<file path="src/hdl/r2yuv_pkg.sv">
// shared types, constants and helpers for the rgb to yuv 4:2:0 converter
package r2yuv_pkg;

   // frame geometry limits
   localparam int MAX_LINE_PAIRS = 2048;
   localparam int MAX_ROWS       = 4096;

   // counter widths follow from the limits
   localparam int COL_W      = $clog2(MAX_LINE_PAIRS);
   localparam int ROW_W      = $clog2(MAX_ROWS);
   localparam int PAIR_CNT_W = $clog2(MAX_LINE_PAIRS + 1);
   localparam int ROW_CNT_W  = $clog2(MAX_ROWS + 1);

   // register widths and field widths
   localparam int LINE_PAIRS_W = 12;
   localparam int FRAME_ROWS_W = 13;
   localparam int CSR_DATA_W   = 13;
   localparam int CSR_INDEX_W  = 2;
   localparam int PIX_W        = 8;
   localparam int REQ_DATA_W   = 6 * PIX_W;
   localparam int RSP_DATA_W   = 4 * PIX_W;
   localparam int RSP_USER_W   = 2;

   // reset values of the registers
   localparam logic [LINE_PAIRS_W-1:0] LINE_PAIRS_RST = LINE_PAIRS_W'(320);
   localparam logic [FRAME_ROWS_W-1:0] FRAME_ROWS_RST = FRAME_ROWS_W'(480);

   // luma coefficients
   localparam int Y_R   = 66;
   localparam int Y_G   = 129;
   localparam int Y_B   = 25;
   localparam int Y_OFS = 16;

   // chroma coefficients (bt.601 values halved, shift of seven)
   localparam int CB_B = 112 / 2;
   localparam int CB_G = -74 / 2;
   localparam int CB_R = -38 / 2;
   localparam int CR_R = 112 / 2;
   localparam int CR_G = -94 / 2;
   localparam int CR_B = -18 / 2;
   localparam int C_OFS = 128;
   localparam int C_MAX = 'hFF;

   // register indexes
   typedef enum logic [CSR_INDEX_W-1:0] {
      CSR_LINE_PAIRS    = 2'd0,
      CSR_FRAME_ROWS    = 2'd1,
      CSR_CHANNEL_ORDER = 2'd2
   } csr_index_type;

   // one pixel after channel ordering
   typedef struct packed {
      logic [PIX_W-1:0] red;
      logic [PIX_W-1:0] green;
      logic [PIX_W-1:0] blue;
   } rgb_type;

   // position flags carried along with a request
   typedef struct packed {
      logic chroma_valid;
      logic line_end;
      logic frame_end;
   } pos_flags_type;

   // force a count into 1..maxv
   function automatic int clamp_count(input int v, input int maxv);
      int r;
      r = v;
      if (v < 1) r = 1;
      else if (v > maxv) r = maxv;
      return r;
   endfunction

endpackage

</file>
<file path="src/hdl/r2yuv_luma_lane.sv">
// luma lane: one pixel to its bt.601 luma sample
module r2yuv_luma_lane
   import r2yuv_pkg::*;
(
   input  rgb_type          pixel,
   output logic [PIX_W-1:0] luma
);

   logic [15:0] sum;

   // weighted sum, truncated by eight bits, then offset
   always_comb begin
      sum  = 16'(Y_R) * 16'(pixel.red) + 16'(Y_G) * 16'(pixel.green)
           + 16'(Y_B) * 16'(pixel.blue);
      luma = sum[15:8] + PIX_W'(Y_OFS);
   end

endmodule

</file>
<file path="src/hdl/r2yuv_chroma_unit.sv">
// chroma unit: cb and cr of the first pixel, zero on odd rows
module r2yuv_chroma_unit
   import r2yuv_pkg::*;
(
   input  rgb_type          pixel,
   input  logic             even_row,
   output logic [PIX_W-1:0] cb,
   output logic [PIX_W-1:0] cr
);

   // floor shift by seven, offset, clamp to a byte
   function automatic logic [PIX_W-1:0] finish(input logic signed [16:0] s);
      logic signed [9:0] q;
      logic signed [10:0] t;
      logic [PIX_W-1:0] r;
      q = 10'(s >>> 7);
      t = 11'(q) + 11'(C_OFS);
      if (t < 0) r = '0;
      else if (t > 11'(C_MAX)) r = PIX_W'(C_MAX);
      else r = t[PIX_W-1:0];
      return r;
   endfunction

   logic signed [16:0] r_s, g_s, b_s;
   logic signed [16:0] cb_sum, cr_sum;

   // weighted differences in signed arithmetic
   always_comb begin
      r_s    = $signed({9'd0, pixel.red});
      g_s    = $signed({9'd0, pixel.green});
      b_s    = $signed({9'd0, pixel.blue});
      cb_sum = 17'(CB_B) * b_s + 17'(CB_G) * g_s + 17'(CB_R) * r_s;
      cr_sum = 17'(CR_R) * r_s + 17'(CR_G) * g_s + 17'(CR_B) * b_s;
      cb     = even_row ? finish(cb_sum) : '0;
      cr     = even_row ? finish(cr_sum) : '0;
   end

endmodule

</file>
<file path="src/hdl/rgb_to_yuv420_converter_unit.sv">
// Converts a stream of rgb pixel pairs to luma for both pixels and 4:2:0 chroma
// (first pixel of the pair, even rows only). One request is taken every clock
// cycle while the result side keeps up; with rsp_tready low and both stages full,
// req_tready drops until the result is taken. A request passes through the input
// capture register and then the result register before its result is on the
// output. Two luma lanes and one chroma unit work side by side on a pair, and the
// result register merges them with the line and frame position flags. Registers
// are to be written only while the block is idle; the user must keep to this, as
// the block does not enforce it. Outputs: rsp_tlast marks the last pair of a line.
module rgb_to_yuv420_converter_unit
   import r2yuv_pkg::*;
(
   input  logic                  clock,
   input  logic                  reset,
   // configuration writes
   input  logic                  csr_we,
   input  logic [CSR_INDEX_W-1:0] csr_index,
   input  logic [CSR_DATA_W-1:0] csr_wdata,
   // pixel pair requests
   input  logic                  req_tvalid,
   output logic                  req_tready,
   // first_ch0, first_ch1, first_ch2, second_ch0, second_ch1, second_ch2
   input  logic [REQ_DATA_W-1:0] req_tdata,
   // results
   output logic                  rsp_tvalid,
   input  logic                  rsp_tready,
   // first_luma, second_luma, cb_value, cr_value
   output logic [RSP_DATA_W-1:0] rsp_tdata,
   // chroma_valid, frame_end
   output logic [RSP_USER_W-1:0] rsp_tuser,
   output logic                  rsp_tlast
);

   logic [LINE_PAIRS_W-1:0] line_pairs_ff;
   logic [FRAME_ROWS_W-1:0] frame_rows_ff;
   logic                    order_ff;
   logic [COL_W-1:0]        col_ff, col_in;
   logic [ROW_W-1:0]        row_ff, row_in;
   logic                    s1_valid_ff, s1_valid_in;
   logic [REQ_DATA_W-1:0]   s1_data_ff;
   pos_flags_type           s1_flags_ff, flags_in;
   logic                    rsp_valid_ff, rsp_valid_in;
   logic [RSP_DATA_W-1:0]   rsp_data_ff, rsp_data_in;
   pos_flags_type           rsp_flags_ff;
   logic                    req_acc, s2_load;
   logic [PAIR_CNT_W-1:0]   pairs_lim, col_next;
   logic [ROW_CNT_W-1:0]    rows_lim, row_next;
   rgb_type                 pix_a, pix_b;
   logic [PIX_W-1:0]        luma_a, luma_b, cb, cr;

   // configuration registers
   always_ff @(posedge clock) begin
      if (reset) begin
         line_pairs_ff <= LINE_PAIRS_RST;
         frame_rows_ff <= FRAME_ROWS_RST;
         order_ff      <= 1'b0;
      end else if (csr_we) begin
         unique case (csr_index)
            CSR_LINE_PAIRS:    line_pairs_ff <= csr_wdata[LINE_PAIRS_W-1:0];
            CSR_FRAME_ROWS:    frame_rows_ff <= csr_wdata[FRAME_ROWS_W-1:0];
            CSR_CHANNEL_ORDER: order_ff      <= csr_wdata[0];
            default: ;
         endcase
      end
   end

   // pipeline handshake: each stage loads when empty or draining
   always_comb begin
      s2_load      = s1_valid_ff && (!rsp_valid_ff || rsp_tready);
      req_tready   = !s1_valid_ff || s2_load;
      req_acc      = req_tvalid && req_tready;
      s1_valid_in  = req_acc || (s1_valid_ff && !s2_load);
      rsp_valid_in = s2_load || (rsp_valid_ff && !rsp_tready);
   end

   // position of the request in the frame
   always_comb begin
      pairs_lim = PAIR_CNT_W'(clamp_count(int'(line_pairs_ff), MAX_LINE_PAIRS));
      rows_lim  = ROW_CNT_W'(clamp_count(int'(frame_rows_ff), MAX_ROWS));
      col_next  = PAIR_CNT_W'(col_ff) + PAIR_CNT_W'(1);
      row_next  = ROW_CNT_W'(row_ff) + ROW_CNT_W'(1);
      flags_in.chroma_valid = !row_ff[0];
      flags_in.line_end     = col_next >= pairs_lim;
      flags_in.frame_end    = flags_in.line_end && (row_next >= rows_lim);
      col_in = col_ff;
      row_in = row_ff;
      if (req_acc) begin
         if (flags_in.line_end) begin
            col_in = '0;
            row_in = flags_in.frame_end ? '0 : row_next[ROW_W-1:0];
         end else begin
            col_in = col_next[COL_W-1:0];
         end
      end
   end

   // control registers
   always_ff @(posedge clock) begin
      if (reset) begin
         col_ff       <= '0;
         row_ff       <= '0;
         s1_valid_ff  <= 1'b0;
         rsp_valid_ff <= 1'b0;
      end else begin
         col_ff       <= col_in;
         row_ff       <= row_in;
         s1_valid_ff  <= s1_valid_in;
         rsp_valid_ff <= rsp_valid_in;
      end
   end

   // input capture register
   always_ff @(posedge clock) begin
      if (req_acc) begin
         s1_data_ff  <= req_tdata;
         s1_flags_ff <= flags_in;
      end
   end

   // channel ordering for both pixels
   always_comb begin
      pix_a.green = s1_data_ff[15:8];
      pix_b.green = s1_data_ff[39:32];
      if (order_ff) begin
         pix_a.red  = s1_data_ff[23:16];
         pix_a.blue = s1_data_ff[7:0];
         pix_b.red  = s1_data_ff[47:40];
         pix_b.blue = s1_data_ff[31:24];
      end else begin
         pix_a.red  = s1_data_ff[7:0];
         pix_a.blue = s1_data_ff[23:16];
         pix_b.red  = s1_data_ff[31:24];
         pix_b.blue = s1_data_ff[47:40];
      end
   end

   // lanes
   r2yuv_luma_lane u_luma_a (.pixel(pix_a), .luma(luma_a));
   r2yuv_luma_lane u_luma_b (.pixel(pix_b), .luma(luma_b));
   r2yuv_chroma_unit u_chroma (
      .pixel    (pix_a),
      .even_row (s1_flags_ff.chroma_valid),
      .cb       (cb),
      .cr       (cr)
   );

   // merge lane outputs into the result register
   assign rsp_data_in = {cr, cb, luma_b, luma_a};

   always_ff @(posedge clock) begin
      if (s2_load) begin
         rsp_data_ff  <= rsp_data_in;
         rsp_flags_ff <= s1_flags_ff;
      end
   end

   // result port
   assign rsp_tvalid = rsp_valid_ff;
   assign rsp_tdata  = rsp_data_ff;
   assign rsp_tuser  = {rsp_flags_ff.frame_end, rsp_flags_ff.chroma_valid};
   assign rsp_tlast  = rsp_flags_ff.line_end;

   // a frame always ends on a line end
   a_frame_on_line: assert property (@(posedge clock) disable iff (reset)
      rsp_tvalid && rsp_tuser[1] |-> rsp_tlast)
      else $error("frame end without line end");

   // odd rows carry zero chroma
   a_odd_chroma_zero: assert property (@(posedge clock) disable iff (reset)
      rsp_tvalid && !rsp_tuser[0] |-> rsp_tdata[31:16] == '0)
      else $error("chroma on odd row not zero");

   // column returns to zero after a line end request
   a_col_wrap: assert property (@(posedge clock) disable iff (reset)
      req_acc && flags_in.line_end |=> col_ff == '0)
      else $error("column counter did not wrap");

   // nothing valid straight after reset
   a_reset_empty: assert property (@(posedge clock)
      $past(reset) |-> !rsp_tvalid && !s1_valid_ff)
      else $error("pipeline not empty after reset");

endmodule

</file>
<file path="config.mk">
export PLATFORM = sky130hd
export DESIGN_NAME = rgb_to_yuv420_converter_unit
export DESIGN_NICKNAME = d
export VERILOG_FILES = /design/src/hdl/r2yuv_pkg.sv /design/src/hdl/r2yuv_luma_lane.sv /design/src/hdl/r2yuv_chroma_unit.sv /design/src/hdl/rgb_to_yuv420_converter_unit.sv
export SDC_FILE = /design/constraint.sdc
export NUM_CORES = 1
export LEC_CHECK = 0
export BUFFER_PORTS_ARGS = -buffer_cell sky130_fd_sc_hd__buf_2
export CORE_ASPECT_RATIO = 0.6
export CORE_MARGIN = 3
export CORE_UTILIZATION = 50
export DETAILED_ROUTE_END_ITERATION = 6
export GPL_TIMING_DRIVEN = 0
export PLACE_DENSITY = 0.68
export SYNTH_ARGS = -nofsm -noshare
export SYNTH_HDL_FRONTEND = slang
export SYNTH_SLANG_ARGS = --single-unit
</file>
<file path="constraint.sdc">
create_clock -name clock -period 11 [get_ports clock]
set_input_delay 1.65 -clock clock [delete_from_list [all_inputs] [get_ports clock]]
set_output_delay 1.65 -clock clock [all_outputs]
set_load 0.01 [all_outputs]
</file>
# [After elaboration in Yosys (flattened, before gate mapping)]
# Index checks and enable logic that the tools add are counted.
# Widths: inputs -> output; s select.
[word_totals] output_inout_bits=37 ff_bits=137 word_cells=89
[op_classes] bitwise_logic=1 multipliers=12 magnitude_cmp=10 eq_ne=2 n_mux=12 n_addsub=14 reduce_logical=21
[ops] op="$mux 8" count=6
[ops] op="$mux 12" count=3
[ops] op="$add 17x17->17" count=2
[ops] op="$add 15x16->16" count=2
[ops] op="$add 16x13->16" count=2
[ops] op="$mul 7x9->16 const A" count=2
[ops] op="$mul 8x8->16 const A" count=2
[ops] op="$mul 6x8->14 const A" count=2
[ops] op="$mul 5x8->13 const A" count=2
[ops] op="$mux 13" count=2
[ops] op="$add 10x9->11 const B" count=2
[ops] op="$gt 11x9->1 const B" count=2
[ops] op="$lt 11x1->1 const B" count=2
[ops] op="$mul 3x8->11 const A" count=2
[ops] op="$add 17x14->17" count=1
[ops] op="$add 17x15->17" count=1
[ops] op="$add 8x5->8 const B" count=2
[ops] op="$mul 6x9->15 const A" count=1
[ops] op="$mul 5x9->14 const A" count=1
[ops] op="$add 12x1->13 const B" count=1
[ops] op="$ge 13x13->1" count=1
[ops] op="$gt 13x13->1 const B" count=1
[ops] op="$lt 13x1->1 const B" count=1
[ops] op="$add 11x1->12 const B" count=1
[ops] op="other kinds (13)" count=28

# [Depth between registers and ports, before layout]
[logic_depth] word_depth=7 ltp_mapped=35 ltp_nobuf=35

# [Hierarchy]
# Synthesis repeated with hierarchy kept, for this count alone.
[unflattened] hier_cells=1532 hier_area_um2=15733.8
[modules_own_cells] module="rgb_to_yuv420_converter_unit" seq_area_each_um2=3603.5 instances=1 area_per_inst_um2=5945.7 cells_each=493
[modules_own_cells] module="r2yuv_chroma_unit" seq_area_each_um2=0.0 instances=1 area_per_inst_um2=5931.9 cells_each=625
[modules_own_cells] module="r2yuv_luma_lane" seq_area_each_um2=0.0 instances=2 area_per_inst_um2=1928.1 cells_each=207

# [Least setup slack after synthesis]
# No wires, ideal clock.
[synth_timing] path_type="reg2reg" startpoint="reg order_ff" endpoint="reg rsp_data_ff[31] (netlist: rsp_tdata[31]) (data pin)" stages_incl_launch_ff=32 arrival_ps=7898 period_less_slack_ps=8049 setup_ps=152 n_path_buf=4 setup_slack_ps=2951 path_cell_list="dfxtp_1 buf_6 clkbuf_1 clkbuf_1 mux2i_1 inv_1 fa_1 ha_1 a21o_1 a21oi_1 xnor2_1 ha_1 inv_1 fa_1 inv_1 fa_1 fa_1 ha_1 clkbuf_1 nand3_1 a21oi_1 a211oi_1 a31oi_1 or2_1 a21o_1 a21oi_1 xor2_1 ha_1 nand3_1 or3_1 or4_1 a31oi_1"
[synth_via] elab_chain_len=7
[synth_lines] item="from (decl)" line="rgb_to_yuv420_converter_unit.sv:36" source="logic order_ff;"
[synth_lines] item="from (signal assigned)" line="rgb_to_yuv420_converter_unit.sv:61" source="CSR_CHANNEL_ORDER: order_ff <= csr_wdata[0];"
[synth_lines] item="$mux 8" line="rgb_to_yuv420_converter_unit.sv:124" source="if (order_ff) begin"
[synth_lines] item="$mul 3x8->11" line="r2yuv_chroma_unit.sv:33" source="cr_sum = 17'(CR_R) * r_s + 17'(CR_G) * g_s + 17'(CR_B) * b_s;"
[synth_lines] item="$add 17x17->17" line="r2yuv_chroma_unit.sv:33"
[synth_lines] item="$add 17x14->17 (*)" line="r2yuv_chroma_unit.sv:33"
[synth_lines] item="$add 10x9->11 (*)" line="r2yuv_chroma_unit.sv:17" source="t = 11'(q) + 11'(C_OFS);"
[synth_lines] item="$gt 11x9->1 / $lt 11x1->1 (equally long branches)" line="r2yuv_chroma_unit.sv:19, r2yuv_chroma_unit.sv:18"
[synth_lines] item="$mux 8 / $reduce_or 2->1 (equally long branches)"
[synth_lines] item="to (signal assigned)" line="rgb_to_yuv420_converter_unit.sv:152" source="rsp_data_ff <= rsp_data_in;"
[synth_lines] item="to (decl)" line="rgb_to_yuv420_converter_unit.sv:43" source="logic [RSP_DATA_W-1:0] rsp_data_ff, rsp_data_in;"
# Mark *: on every way between the ends. The rest lies on a longest branch, timed or not.
# A chain may end at the register's enable or synchronous reset.

# [Final worst setup path]
# Ends and elaborated chain as after synthesis.

==> results.cfg <==
[sta]
fin_setup_tns_ns = 0
grt_setup_unrepaired = no
max_freq_ghz = 0.1010
final.setup_skew_ns = 0.02228
drv_slew = 0
fin_crit_ns = 9.898
finalHoldViolations = 0
worstMarginPinSlew_ns = 1.154
fin_crit_sh_pct = 89.99
slew_headroom_pct = 20.84
finalSetupViolCount = 0

[die]
core-area_sq_um = 31590
num_rows = 50
io_pins = 105
dieArea_sq_um = 34830
die_y_um = 145.8
dieWidth_um = 238.9
initial_core_util_pct = 51.53

[cts]
numCtsBuffers = 17
clock-sinks = 137
clkTransAtPathRegs_ns = 0.06
cts_max_level = 4
cts_setup_buffers = 0
cts_tree = built
ctsResizeCount = 0
clkLatencyLatePin_ns = 0.46
clockBufferDepth = 2
cts-hold-fix-buffers = 0
cts_root_buf = clkbuf_16

[grt]
antenna_found_initial = 2
grt_start_max_net_pins = 61
grt_usage_pct = 22.36
grt-ovfl-total = 0
grt_pass1_wl_mm = 61.02
grt_pass1_vias = 11779

[yosys]
synth.avg_cell_area_sq_um = 10.01
syn_area_sq_um = 16280
synth_top_family_by_area = adder cells
synth_nets = 2171
ys_seq_elements = 137
synthAdderAreaFrac_pct = 43.46
ys.flop_type = edfxtp_1
synthXorXnorAreaFrac_pct = 5.488
ys_async_sr_fraction_pct = 0
synth-compound-area-share_pct = 9.577
yosys_warnings = 0
synth-edff-count = 86
ys_types = 71
ys_seq_area_share_pct = 22.14
syn_inst = 1627
synth_mux_area_share_pct = 2.436
synth_simple_gate_area_share_pct = 9.438

[routing]
firstDrtPassIters = 5
routed_wl_mm = 37.57
drt_iter0_drc = 837
routed_via_density = 5.436
vias = 11845
drc = 0
wire_per_inst_um = 17.24
drtAntennaViolNets = 0

[worst_setup_path]
cp.required_ns = 11.29
reg2reg_depth = 30
critPathKind = register to register
slowest_delay_ns = 0.94
critPathLaunchType = register
cp-end-kind = register
cp_slowest_cell = mux2i_1
cp_max_fo = 10
cp_data_arrival_time_ns = 10.19

[cells_and_area]
n_antenna_cell = 0
area_growth_pct = 10.20
nNetsFinal = 2294
fillCellCount = 2709
drive_above_1_share_pct = 9.756

[worst_hold_path]
hold_depth = 0
hp-class = register to register

[placement]
numPortBuffers = 103
gp_congestion = 0.8992
hpwlAfterDp_mm = 30.85

[flow_run]
drv_cap = 0

[outcome]
status = finished clean
==> cells by family (layout without fill, tap and decap cells) <==
family                   after synthesis  count (layout)
buffers and inverters                322             458
AO/OA/AOI/OAI                        246             246
multiplexers                          37              37
AND/OR/NAND/NOR                      307             307
XOR/XNOR                             102             102
adder cells (fa/ha/maj)              476             476
flip-flops                           137             137
==> sequential cells by signal, indices dropped and copies added (netlist names) <==
register / flops
col_ff: 11
frame_rows_ff: 13
line_pairs_ff: 12
order_ff: 1
row_ff: 12
rsp_tdata: 32
rsp_tlast: 1
rsp_tuser: 2
rsp_tvalid: 1
s1_data_ff: 48
s1_flags_ff: 3
s1_valid_ff: 1
==> synthesized netlist by cell type (all sizes together), types with 3 or more instances <==
library cell	n	area share, %
a211oi	12	0.61
a21o	19	0.88
a21oi	104	3.3
a31oi	17	0.75
and2	3	0.12
and3	15	0.58
buf	3	0.12
clkbuf	28	0.65
dfxtp	51	6.3
edfxtp	86	16
fa	149	18
ha	327	25
inv	291	6.7
mux2	15	1.1
mux2i	22	1.4
nand2	102	2.4
nand2b	11	0.42
nand3	29	0.89
nand3b	16	0.74
nand4	17	0.65
nor2	55	1.3
nor2b	13	0.50
nor3	12	0.37
nor3b	5	0.26
nor4	5	0.19
o211ai	4	0.18
o21a	4	0.18
o21ai	41	1.3
o21bai	18	0.83
or2	6	0.23
or3	9	0.35
xnor2	72	3.9
xor2	30	1.6
==> final timing paths <==
check                  from             to  slack [ns]
min reg2reg  s1_flags_ff[0]   rsp_tuser[1]        0.42
max reg2reg        order_ff  rsp_tdata[31]        1.10
max                order_ff  rsp_tdata[31]        1.10
min          s1_flags_ff[0]   rsp_tuser[1]        0.42
==> final cells by class <==
class                      count  area, sq um  area share, %
sequential                   137         3603          20.09
tap                          416        520.5          2.901
buffer                        31        127.6         0.7114
clock inverter                12        96.34         0.5370
multi-input combinational   1168        11470          63.92
timing repair buffer         104        543.0          3.027
clock buffer                  20        489.2          2.727
inverter                     291         1092          6.089
==> critical path: cells and delay by family, from the launching register on <==
family | cells | cell delay [ns]
fa+ha+maj | 8 | 3.17
buf+inv | 6 | 2.10
compound gates | 9 | 1.81
simple gates | 4 | 1.05
mux | 1 | 0.94
flops | 1 | 0.35
xor+xnor | 2 | 0.31
==> per-stage QoR <==
stage               util [%]  setup WS (ns)  instances  instance area (sq um)  hold WS, ns
finish                 56.78          1.102       2179                  17940       0.4240
global route           56.78         0.4290       2179                  17940       0.4439
floorplan                  -          2.951       1627                  16280       0.4003
detailed placement     54.93          1.185       2147                  17350       0.4099
global placement       54.81          1.247       2146                  17320       0.4040
CTS                    56.78          1.107       2179                  17940       0.4250
==> layer usage <==
layer	wire length, um	track usage (%)	part of all wire (%)	up-vias
li1	-	-	-	5767
met5	34	0	0.090	-
met4	704	5.646	1.9	4
met1	18390	33.05	49	5702
met3	2654	5.947	7.1	55
met2	15790	32.44	42	317
==> cell usage in the layout (no fill, tap or decap), types with 5 or more instances in the layout <==
cell,n
and3_1,15
nor2_1,54
dfxtp_1,51
inv_6,6
or2_2,5
inv_1,291
mux2i_1,22
nand2_1,102
o21bai_1,18
nor3_1,12
nand4_1,17
mux2_2,13
clkbuf_1,27
fa_1,149
nand2b_1,11
nor4_1,5
a31oi_1,16
a211oi_1,10
nand3_1,29
o21ai_0,36
a21o_1,19
nor2b_1,12
buf_2,103
clkbuf_16,19
xor2_1,30
a21oi_1,103
edfxtp_1,86
xnor2_1,72
ha_1,327
or3_1,9
nand3b_1,16
Power is not shown: default switching activity piles up to over one toggle a cycle in this logic, so the estimate is an artifact.
